**src/rtl/ecgmwc_pkg.sv**
```systemverilog
// ---------------------------------------------------------------------------
// ecgmwc_pkg: shared types and constants of the ECG median wave classifier
// Field widths, scaling constants, register indexes, event codes.
// ---------------------------------------------------------------------------
package ecgmwc_pkg;

  localparam int RAW_W        = 16;
  localparam int STAMP_W      = 31;
  localparam int MV_W         = 12;
  localparam int MS_W         = 16;
  localparam int PROD_W       = RAW_W + MV_W;
  localparam int CFG_IDX_W    = 3;
  localparam int CFG_DATA_W   = 16;
  localparam int WINDOW_LEN_DEF = 5;
  localparam int QUEUE_DEPTH  = 4;

  localparam logic [MV_W-1:0] MV_FULL = 12'd3300;

  localparam logic [MV_W-1:0] QRS_THR_RST = 12'd500;
  localparam logic [MV_W-1:0] P_THR_RST   = 12'd300;
  localparam logic [MV_W-1:0] T_THR_RST   = 12'd250;
  localparam logic [MS_W-1:0] REFR_RST    = 16'd200;
  localparam logic [MS_W-1:0] T_DELAY_RST = 16'd100;

  typedef enum logic [CFG_IDX_W-1:0] {
    CFG_QRS_THR = 3'd0,
    CFG_P_THR   = 3'd1,
    CFG_T_THR   = 3'd2,
    CFG_REFR    = 3'd3,
    CFG_T_DELAY = 3'd4
  } cfg_idx_t;

  typedef enum logic [1:0] {
    EV_BASELINE = 2'd0,
    EV_QRS      = 2'd1,
    EV_P        = 2'd2,
    EV_T        = 2'd3
  } event_t;

  // one filtered item on its way from the front to the back
  typedef struct packed {
    logic [MV_W-1:0]    mv;
    logic [STAMP_W-1:0] stamp;
  } q_entry_t;

  typedef struct packed {
    logic [MV_W-1:0] qrs_thr;
    logic [MV_W-1:0] p_thr;
    logic [MV_W-1:0] t_thr;
    logic [MS_W-1:0] refr;
    logic [MS_W-1:0] t_delay;
  } cfg_regs_t;

endpackage

```
**src/rtl/ecgmwc_if.sv**
```systemverilog
// ---------------------------------------------------------------------------
// ecgmwc_in_if / ecgmwc_out_if: sample and result channels
// Valid/ready channels carrying the sample and the classified result.
// ---------------------------------------------------------------------------
interface ecgmwc_in_if import ecgmwc_pkg::*; ();
  logic               valid;
  logic               ready;
  logic [RAW_W-1:0]   raw_sample;
  logic [STAMP_W-1:0] time_ms;

  modport source (output valid, output raw_sample, output time_ms, input ready);
  modport sink   (input valid, input raw_sample, input time_ms, output ready);
endinterface

interface ecgmwc_out_if import ecgmwc_pkg::*; ();
  logic            valid;
  logic            ready;
  logic [MV_W-1:0] filtered_mv;
  logic [1:0]      event_class;

  modport source (output valid, output filtered_mv, output event_class, input ready);
  modport sink   (input valid, input filtered_mv, input event_class, output ready);
endinterface

```
**src/rtl/ecgmwc_front.sv**
```systemverilog
// ---------------------------------------------------------------------------
// ecgmwc_front: scaling and median stage
// Scales each sample to millivolts, writes it into the window ring and
// forms the median of the window by rank counting.
// ---------------------------------------------------------------------------
module ecgmwc_front import ecgmwc_pkg::*; #(
  parameter int WINDOW_LEN = WINDOW_LEN_DEF
) (
  input  logic               clk,
  input  logic               rst_n,
  input  logic               in_valid,
  output logic               in_ready,
  input  logic [RAW_W-1:0]   in_raw,
  input  logic [STAMP_W-1:0] in_stamp,
  output logic               push_valid,
  output q_entry_t           push_data,
  input  logic               q_full
);

  localparam int SLOT_W = $clog2(WINDOW_LEN);
  localparam int RANK_W = $clog2(WINDOW_LEN);
  localparam int MID    = WINDOW_LEN / 2;
  localparam logic [SLOT_W-1:0] LAST_SLOT = SLOT_W'(WINDOW_LEN - 1);

  logic                s1_v_r, s1_v_nxt;
  logic [PROD_W-1:0]   prod_r;
  logic [STAMP_W-1:0]  s1_stamp_r;
  logic                s2_v_r, s2_v_nxt;
  logic [STAMP_W-1:0]  s2_stamp_r;
  logic [MV_W-1:0]     win_r [WINDOW_LEN];
  logic [SLOT_W-1:0]   slot_r, slot_nxt;

  logic                adv;
  logic [PROD_W:0]     div_sum;
  logic [MV_W-1:0]     mv;
  logic [MV_W-1:0]     med;
  logic [RANK_W-1:0]   rank;

  assign adv      = !s2_v_r || !q_full;
  assign in_ready = adv;
  assign s1_v_nxt = in_valid;
  assign s2_v_nxt = s1_v_r;
  assign slot_nxt = (slot_r == LAST_SLOT) ? '0 : slot_r + 1'b1;

  // x / 65535 as (x + (x >> 16) + 1) >> 16, exact for this product range
  assign div_sum = {1'b0, prod_r} + {{(RAW_W + 1){1'b0}}, prod_r[PROD_W-1:RAW_W]}
                   + {{PROD_W{1'b0}}, 1'b1};
  assign mv      = div_sum[PROD_W-1:RAW_W];

  always_ff @(posedge clk) begin
    if (!rst_n) begin
      s1_v_r <= 1'b0;
      s2_v_r <= 1'b0;
      slot_r <= '0;
      for (int k = 0; k < WINDOW_LEN; k++) win_r[k] <= '0;
    end else if (adv) begin
      s1_v_r <= s1_v_nxt;
      s2_v_r <= s2_v_nxt;
      if (s1_v_r) begin
        win_r[slot_r] <= mv;
        slot_r        <= slot_nxt;
      end
    end
  end

  always_ff @(posedge clk) begin
    if (adv) begin
      prod_r     <= {{MV_W{1'b0}}, in_raw} * {{RAW_W{1'b0}}, MV_FULL};
      s1_stamp_r <= in_stamp;
      s2_stamp_r <= s1_stamp_r;
    end
  end

  // median: the entry whose rank (ties broken by position) is the middle one
  always_comb begin
    med  = '0;
    rank = '0;
    for (int i = 0; i < WINDOW_LEN; i++) begin
      rank = '0;
      for (int j = 0; j < WINDOW_LEN; j++) begin
        if (j != i) begin
          if (win_r[j] < win_r[i] || (win_r[j] == win_r[i] && j < i)) begin
            rank = rank + 1'b1;
          end
        end
      end
      if (rank == RANK_W'(MID)) begin
        med = win_r[i];
      end
    end
  end

  assign push_valid      = s2_v_r;
  assign push_data.mv    = med;
  assign push_data.stamp = s2_stamp_r;

endmodule

```
**src/rtl/ecgmwc_queue.sv**
```systemverilog
// ---------------------------------------------------------------------------
// ecgmwc_queue: short queue between front and back
// Small register queue so the front and back stall independently.
// ---------------------------------------------------------------------------
module ecgmwc_queue import ecgmwc_pkg::*; (
  input  logic     clk,
  input  logic     rst_n,
  input  logic     push,
  input  q_entry_t push_data,
  output logic     full,
  output logic     pop_valid,
  output q_entry_t pop_data,
  input  logic     pop_ready
);

  localparam int PTR_W = $clog2(QUEUE_DEPTH);
  localparam int CNT_W = $clog2(QUEUE_DEPTH + 1);
  localparam logic [PTR_W-1:0] LAST_PTR = PTR_W'(QUEUE_DEPTH - 1);
  localparam logic [CNT_W-1:0] FULL_CNT = CNT_W'(QUEUE_DEPTH);

  q_entry_t         mem_r [QUEUE_DEPTH];
  logic [PTR_W-1:0] wr_ptr_r, wr_ptr_nxt;
  logic [PTR_W-1:0] rd_ptr_r, rd_ptr_nxt;
  logic [CNT_W-1:0] cnt_r, cnt_nxt;
  logic             do_push, do_pop;

  assign full      = (cnt_r == FULL_CNT);
  assign pop_valid = (cnt_r != '0);
  assign pop_data  = mem_r[rd_ptr_r];
  assign do_push   = push && !full;
  assign do_pop    = pop_valid && pop_ready;

  assign wr_ptr_nxt = (wr_ptr_r == LAST_PTR) ? '0 : wr_ptr_r + 1'b1;
  assign rd_ptr_nxt = (rd_ptr_r == LAST_PTR) ? '0 : rd_ptr_r + 1'b1;

  always_comb begin
    cnt_nxt = cnt_r;
    if (do_push && !do_pop) cnt_nxt = cnt_r + 1'b1;
    else if (!do_push && do_pop) cnt_nxt = cnt_r - 1'b1;
  end

  always_ff @(posedge clk) begin
    if (!rst_n) begin
      wr_ptr_r <= '0;
      rd_ptr_r <= '0;
      cnt_r    <= '0;
    end else begin
      cnt_r <= cnt_nxt;
      if (do_push) wr_ptr_r <= wr_ptr_nxt;
      if (do_pop)  rd_ptr_r <= rd_ptr_nxt;
    end
  end

  always_ff @(posedge clk) begin
    if (do_push) mem_r[wr_ptr_r] <= push_data;
  end

endmodule

```
**src/rtl/ecgmwc_back.sv**
```systemverilog
// ---------------------------------------------------------------------------
// ecgmwc_back: wave classifier and result register
// Holds the threshold registers, classifies each median in priority
// order QRS, P, T, baseline, and drives the result register.
// ---------------------------------------------------------------------------
module ecgmwc_back import ecgmwc_pkg::*; (
  input  logic                  clk,
  input  logic                  rst_n,
  input  logic                  cfg_we,
  input  logic [CFG_IDX_W-1:0]  cfg_index,
  input  logic [CFG_DATA_W-1:0] cfg_data,
  input  logic                  q_valid,
  input  q_entry_t              q_data,
  output logic                  q_pop,
  output logic                  out_valid,
  input  logic                  out_ready,
  output logic [MV_W-1:0]       out_mv,
  output logic [1:0]            out_class
);

  cfg_regs_t          cfg_r;
  logic [STAMP_W-1:0] last_qrs_r, last_qrs_nxt;
  logic               qrs_seen_r, qrs_seen_nxt;
  logic               out_v_r;
  logic [MV_W-1:0]    out_mv_r;
  event_t             out_ev_r, ev_nxt;

  logic [STAMP_W:0]   elapsed;
  logic               el_pos;
  logic               refr_ok, delay_ok;

  assign q_pop = q_valid && (!out_v_r || out_ready);

  // signed difference: a backward timestamp passes neither time test
  assign elapsed  = {1'b0, q_data.stamp} - {1'b0, last_qrs_r};
  assign el_pos   = !elapsed[STAMP_W];
  assign refr_ok  = el_pos && (elapsed[STAMP_W-1:0] > {{(STAMP_W - MS_W){1'b0}}, cfg_r.refr});
  assign delay_ok = el_pos
                    && (elapsed[STAMP_W-1:0] > {{(STAMP_W - MS_W){1'b0}}, cfg_r.t_delay});

  always_comb begin
    ev_nxt       = EV_BASELINE;
    last_qrs_nxt = last_qrs_r;
    qrs_seen_nxt = qrs_seen_r;
    if (q_data.mv > cfg_r.qrs_thr && refr_ok) begin
      ev_nxt       = EV_QRS;
      last_qrs_nxt = q_data.stamp;
      qrs_seen_nxt = 1'b1;
    end else if (q_data.mv > cfg_r.p_thr && !qrs_seen_r) begin
      ev_nxt = EV_P;
    end else if (qrs_seen_r && q_data.mv > cfg_r.t_thr && delay_ok) begin
      ev_nxt       = EV_T;
      qrs_seen_nxt = 1'b0;
    end
  end

  always_ff @(posedge clk) begin
    if (!rst_n) begin
      cfg_r.qrs_thr <= QRS_THR_RST;
      cfg_r.p_thr   <= P_THR_RST;
      cfg_r.t_thr   <= T_THR_RST;
      cfg_r.refr    <= REFR_RST;
      cfg_r.t_delay <= T_DELAY_RST;
    end else if (cfg_we) begin
      case (cfg_idx_t'(cfg_index))
        CFG_QRS_THR: cfg_r.qrs_thr <= cfg_data[MV_W-1:0];
        CFG_P_THR:   cfg_r.p_thr   <= cfg_data[MV_W-1:0];
        CFG_T_THR:   cfg_r.t_thr   <= cfg_data[MV_W-1:0];
        CFG_REFR:    cfg_r.refr    <= cfg_data[MS_W-1:0];
        CFG_T_DELAY: cfg_r.t_delay <= cfg_data[MS_W-1:0];
        default: ;
      endcase
    end
  end

  always_ff @(posedge clk) begin
    if (!rst_n) begin
      last_qrs_r <= '0;
      qrs_seen_r <= 1'b0;
      out_v_r    <= 1'b0;
    end else begin
      if (q_pop) begin
        last_qrs_r <= last_qrs_nxt;
        qrs_seen_r <= qrs_seen_nxt;
        out_v_r    <= 1'b1;
      end else if (out_ready) begin
        out_v_r <= 1'b0;
      end
    end
  end

  always_ff @(posedge clk) begin
    if (q_pop) begin
      out_mv_r <= q_data.mv;
      out_ev_r <= ev_nxt;
    end
  end

  assign out_valid = out_v_r;
  assign out_mv    = out_mv_r;
  assign out_class = out_ev_r;

endmodule

```
**src/rtl/ecg_median_wave_classifier.sv**
```systemverilog
// ---------------------------------------------------------------------------
// ecg_median_wave_classifier: ECG median filter and wave classifier
// Scales converter samples to millivolts, takes the median of a sliding
// window and reports QRS, P wave, T wave or baseline for each sample.
// ---------------------------------------------------------------------------
//   channel  dir  handshake      payload
//   in_ch    in   valid/ready    raw_sample[15:0], time_ms[30:0]
//   out_ch   out  valid/ready    filtered_mv[11:0], event_class[1:0]
//   cfg_*    in   cfg_we only    cfg_index[2:0], cfg_data[15:0]
//
// one item per cycle sustained while neither the queue nor out_ch stalls;
// each item is registered as its product, then divided and written to
// the window, its median pushed into the queue, then classified
// the front stalls only when the four-entry queue is full, the back only
// when out_ch is not ready; rst_n is synchronous and clears the window,
// the QRS history and the threshold registers to their defaults
module ecg_median_wave_classifier import ecgmwc_pkg::*; #(
  parameter int WINDOW_LEN = WINDOW_LEN_DEF
) (
  input  logic                  clk,
  input  logic                  rst_n,
  ecgmwc_in_if.sink             in_ch,
  ecgmwc_out_if.source          out_ch,
  input  logic                  cfg_we,
  input  logic [CFG_IDX_W-1:0]  cfg_index,
  input  logic [CFG_DATA_W-1:0] cfg_data
);

  logic     push_valid, q_full, q_valid, q_pop;
  q_entry_t push_data, q_data;

  ecgmwc_front #(.WINDOW_LEN(WINDOW_LEN)) u_front (
    .clk        (clk),
    .rst_n      (rst_n),
    .in_valid   (in_ch.valid),
    .in_ready   (in_ch.ready),
    .in_raw     (in_ch.raw_sample),
    .in_stamp   (in_ch.time_ms),
    .push_valid (push_valid),
    .push_data  (push_data),
    .q_full     (q_full)
  );

  ecgmwc_queue u_queue (
    .clk       (clk),
    .rst_n     (rst_n),
    .push      (push_valid),
    .push_data (push_data),
    .full      (q_full),
    .pop_valid (q_valid),
    .pop_data  (q_data),
    .pop_ready (q_pop)
  );

  ecgmwc_back u_back (
    .clk       (clk),
    .rst_n     (rst_n),
    .cfg_we    (cfg_we),
    .cfg_index (cfg_index),
    .cfg_data  (cfg_data),
    .q_valid   (q_valid),
    .q_data    (q_data),
    .q_pop     (q_pop),
    .out_valid (out_ch.valid),
    .out_ready (out_ch.ready),
    .out_mv    (out_ch.filtered_mv),
    .out_class (out_ch.event_class)
  );

endmodule

```
**src/flat_wrapper.sv**
```systemverilog
// flat-port wrapper written by rule: the top's interface ports become plain ports
module ecg_median_wave_classifier_flat import ecgmwc_pkg::*;
#(
  parameter int WINDOW_LEN = WINDOW_LEN_DEF
)
  (clk, rst_n, cfg_we, cfg_index, cfg_data, in_ch_valid, in_ch_raw_sample, in_ch_time_ms, in_ch_ready, out_ch_valid, out_ch_filtered_mv, out_ch_event_class, out_ch_ready);
  ecgmwc_in_if in_ch_i ();
  ecgmwc_out_if out_ch_i ();
  input  logic clk;
  input  logic rst_n;
  input  logic cfg_we;
  input  logic [CFG_IDX_W-1:0] cfg_index;
  input  logic [CFG_DATA_W-1:0] cfg_data;
  input wire logic [$bits(in_ch_i.valid)-1:0] in_ch_valid;
  input wire logic [$bits(in_ch_i.raw_sample)-1:0] in_ch_raw_sample;
  input wire logic [$bits(in_ch_i.time_ms)-1:0] in_ch_time_ms;
  output wire logic [$bits(in_ch_i.ready)-1:0] in_ch_ready;
  output wire logic [$bits(out_ch_i.valid)-1:0] out_ch_valid;
  output wire logic [$bits(out_ch_i.filtered_mv)-1:0] out_ch_filtered_mv;
  output wire logic [$bits(out_ch_i.event_class)-1:0] out_ch_event_class;
  input wire logic [$bits(out_ch_i.ready)-1:0] out_ch_ready;
  assign in_ch_i.valid = in_ch_valid;
  assign in_ch_i.raw_sample = in_ch_raw_sample;
  assign in_ch_i.time_ms = in_ch_time_ms;
  assign in_ch_ready = in_ch_i.ready;
  assign out_ch_valid = out_ch_i.valid;
  assign out_ch_filtered_mv = out_ch_i.filtered_mv;
  assign out_ch_event_class = out_ch_i.event_class;
  assign out_ch_i.ready = out_ch_ready;
  ecg_median_wave_classifier #(.WINDOW_LEN(WINDOW_LEN)) u_core (.clk(clk), .rst_n(rst_n), .in_ch(in_ch_i), .out_ch(out_ch_i), .cfg_we(cfg_we), .cfg_index(cfg_index), .cfg_data(cfg_data));
endmodule
```
**config.mk**
```make
export PLATFORM = sky130hd
export DESIGN_NAME = ecg_median_wave_classifier_flat
export DESIGN_NICKNAME = d
export VERILOG_FILES = /design/src/rtl/ecgmwc_pkg.sv /design/src/rtl/ecgmwc_if.sv /design/src/rtl/ecgmwc_front.sv /design/src/rtl/ecgmwc_queue.sv /design/src/rtl/ecgmwc_back.sv /design/src/rtl/ecg_median_wave_classifier.sv /design/src/flat_wrapper.sv
export SDC_FILE = /design/constraint.sdc
export NUM_CORES = 1
export LEC_CHECK = 0
export BUFFER_PORTS_ARGS = -buffer_cell sky130_fd_sc_hd__buf_2
export CORE_AREA = 2 2 261 263
export DETAILED_ROUTE_END_ITERATION = 12
export DIE_AREA = 0 0 263 265
export PLACE_DENSITY = 0.56
export SETUP_SLACK_MARGIN = 0.4
export SYNTH_ARGS = -nofsm -noshare
export SYNTH_HDL_FRONTEND = slang
export SYNTH_SLANG_ARGS = --single-unit
```
**constraint.sdc**
```tcl
create_clock -name clk -period 16.7 [get_ports clk]
set_input_delay 2.505 -clock clk [delete_from_list [all_inputs] [get_ports clk]]
set_output_delay 2.505 -clock clk [all_outputs]
set_load 0.01 [all_outputs]
```
==> results.tsv <==
stage	metric	value	unit
sta	fin_skew	0.0241	ns
setup_path	path_cells	buf_2 > ha_1 > inv_1 > fa_1 > inv_1 > fa_1 > fa_1 > fa_1 > ha_1 > a21o_1 > a21o_1 > a21oi_1 > o211ai_1 > a221oi_1 > a21oi_1 > nand4_1 > nand4b_1 > a21oi_1 > xnor2_1	
cts	cts.clk_slew.worst_paths	0.06	ns
power	ir_worst_vdd	0.0773	mV
cells_and_area	layout-drive-gt1-share	0.105	
setup_path	worst_setup_path_end_kind	flip-flop	
setup_path	path_max_fanout	5	
synthesis	ys_ff_latch	449	
power	power	0.00481	W
run	max-cap-violations	0	
synthesis	synth_flop_cell	edfxtp_1	
sta	rsz0062_at_grt	false	
status	status	complete, no violations	
synthesis	synth_edf_count	334	
cts	clock-sinks	449	
sta	drv_slew	0	
cts	htree_levels	2	
placed_design	port_buffers	86	
power	p_leak	12.2	nW
sta	setup_viol	0	
synthesis	synth.most_common_cell	ha_1	
sta	tightest_slew	1.29	ns
setup_path	path_class	in2reg	
global_route	grtUsageTotal	0.177	
sta	post-route-period-util	0.416	
global_route	first_global_vias	17900	
cells_and_area	final_util	0.441	
synthesis	avgSynthCellArea	11.3	sq um
hold_path	min_path_type	reg2reg	
sta	hold_slack	0.413	ns
cells_and_area	nets	2891	
sta	final_hold_viol_count	0	
route	drt-initial-drc-count	1054	
route	drc	0	
cts	post_cts_resized	0	
hold_path	holdPathStages	0	
cts	tritoncts	built	
route	wirelength	61600	um
cts	cts-hold-fix-buffers	0	
hold_path	holdCritStartpoint	u_core.u_front.s1_stamp_r[10]	
power	power.density	163	nW/um^2
synthesis	synthCells	2349	
route	vias_per_cell	5.29	
global_route	antenna_found_initial	4	
synthesis	ys_async_sr_fraction	0	
hold_path	min_to	u_core.u_front.s2_stamp_r[10]	
synthesis	yosysSeqAreaShare	0.465	
cts	cts.path.max_buffers	3	
global_route	grt_max_degree	86	
setup_path	slowest_stage	fa_1	
setup_path	start_kind	input port	
setup_path	slowest_delay	0.58	ns
placed_design	dp_hpwl	46700	um
die	dieArea	69700	sq um
cts	clk_latency	0.59	ns
sta	finalCriticalPeriod	6.94	ns
sta	setup_tns	0	ns
die	fp.dieH	265	um
placed_design	gp_congestion	0.874	
setup_path	rr_endpoint	u_core.u_back.last_qrs_r[27]	
route	vias	17700	
cts	postCtsSetupBuffers	0	
route	drtPass1Iterations	6	
synthesis	ys_top_cells_by_area	edfxtp_1, ha_1, dfxtp_1, mux4_2, fa_1	
die	initial_core_util	0.397	
setup_path	crit_top_cell	fa_1	
setup_path	worstPathRequired	17.02	ns
synthesis	yosysWarnings	0	
die	die_w	263	um
sta	slew_headroom	0.136	
cells_and_area	syn2layout_area_growth	11.3	%
cts	root_buffer	clkbuf_16	
cts	cts_made_buffers	49	
synthesis	synth_top_area_cell	edfxtp_1	
setup_path	crit_arrival	7.26	ns
die	io_pins	87	
synthesis	netlist_area	26500	sq um
die	core	66800	sq um
setup_path	r2r_cells	25	
synthesis	synth.distinct_cells	76	
setup_path	ff2ff_setup_slack	10.84	ns
sta	fmax	144	MHz
synthesis	syn_nets	2805	
synthesis	synth_top_area_frac	0.379	
global_route	grt-ovfl-total	0	
synthesis	synthTopCellsByCount	ha_1, edfxtp_1, inv_1	
route	postRouteAntennaNets	0	
die	num_rows	95	
route	wl_per_cell	18.4	um
global_route	grt_pass1_wl	98100	um
## power breakdown
group	leakage, nW	internal [W]	switching [W]
clock network	0.803	0.000647	0.000443
logic	7.21	0.000942	0.00129
registers	4.18	0.00140	0.0000902
total	12.2	0.00299	0.00182
## through the flow
| stage | worst slack [ns] | instance area [sq um] | std cells |
|---|---|---|---|
| 3_3_place_gp | 9.17 | 27800 | 3257 |
| 2_1_floorplan | 9.66 | 26500 | 2349 |
| 5_1_grt | 9.49 | 29500 | 3347 |
| 6_report | 9.76 | 29500 | 3348 |
| 4_1_cts | 9.79 | 29500 | 3347 |
| 3_5_place_dp | 9.18 | 27800 | 3257 |
## cell type report
cell class	count	area (sq um)
fill	6146	37300
clock buffer	64	1340
clock inverter	26	294
inverter	261	980
tap	873	1090
antenna	1	2.50
timing repair buffer	99	528
multi-input combinational	1575	12900
sequential	449	12300
## placed cells by master, fill, tap and decap left out, types with 6 or more instances in the layout
| cell | count |
|---|---|
| ha_1 | 336 |
| or2_2 | 9 |
| o21ai_0 | 48 |
| clkinv_2 | 7 |
| nand2b_1 | 20 |
| clkinv_1 | 8 |
| a21oi_1 | 151 |
| xor2_1 | 22 |
| clkbuf_1 | 10 |
| nor2b_1 | 25 |
| fa_1 | 49 |
| mux2i_1 | 40 |
| or3_1 | 6 |
| nand2_1 | 240 |
| mux4_2 | 44 |
| a211oi_1 | 10 |
| and3_1 | 7 |
| a311oi_1 | 12 |
| and2_1 | 7 |
| mux2_2 | 12 |
| o21bai_1 | 11 |
| dfxtp_1 | 113 |
| nor2_1 | 161 |
| a21o_1 | 79 |
| clkbuf_16 | 50 |
| buf_2 | 86 |
| xnor2_1 | 41 |
| o21a_1 | 26 |
| and4_1 | 8 |
| o31ai_1 | 14 |
| o211ai_1 | 30 |
| inv_1 | 260 |
| nor3_1 | 15 |
| buf_4 | 13 |
| nand3_1 | 24 |
| nand4_1 | 53 |
| edfxtp_1 | 334 |
## flip-flops by register name, summed over array words and instances (netlist names), named ones only
| name | flops |
|---|---|
| u_core.u_back.cfg_r | 68 |
| u_core.u_front.win_r | 60 |
| u_core.u_back.last_qrs_r | 31 |
| u_core.u_front.push_valid | 1 |
| u_core.u_front.s1_v_r | 1 |
| u_core.u_back.qrs_seen_r | 1 |
| u_core.u_front.slot_r | 3 |
| u_core.u_queue.rd_ptr_r | 2 |
| u_core.u_front.prod_r | 26 |
| u_core.u_front.s2_stamp_r | 31 |
| u_core.u_back.out_valid | 1 |
| u_core.u_queue.mem_r | 172 |
| u_core.u_back.out_class | 2 |
| u_core.u_back.out_mv | 12 |
| u_core.u_queue.wr_ptr_r | 2 |
| u_core.u_queue.cnt_r | 3 |
| u_core.u_front.s1_stamp_r | 31 |
## how the worst max path moves through the flow
stage / from / end / cells past startpoint
2_1_floorplan: in_ch_raw_sample[3] / u_core.u_front.prod_r[27] / 18
3_3_place_gp: in_ch_raw_sample[4] / u_core.u_front.prod_r[27] / 19
3_5_place_dp: in_ch_raw_sample[4] / u_core.u_front.prod_r[27] / 19
4_1_cts: in_ch_raw_sample[4] / u_core.u_front.prod_r[27] / 19
5_1_grt: in_ch_raw_sample[4] / u_core.u_front.prod_r[27] / 19
6_report: in_ch_raw_sample[4] / u_core.u_front.prod_r[27] / 19
## critical path: cells and delay by family
family | cells | cell delay (ns)
fa+ha+maj | 6 | 2.71
compound gates | 7 | 1.47
buf+inv | 3 | 0.25
xor+xnor | 1 | 0.07
simple gates | 2 | 0.24
## cell families after synthesis
group	share of synthesized area
xor+xnor	0.0208
buf+inv	0.0482
compound gates	0.107
mux	0.0580
simple gates	0.105
flops	0.465
fa+ha+maj	0.196
## layer usage
layer / global-route usage / vias to the layer above / wire length, um
met5: 0 / - / 13
li1: - / 8633 / -
met1: 0.235 / 8625 / 28100
met4: 0.0517 / 2 / 1490
met3: 0.0249 / 96 / 2610
met2: 0.303 / 341 / 29400
Note: power is estimated with default switching activity, not from simulation.
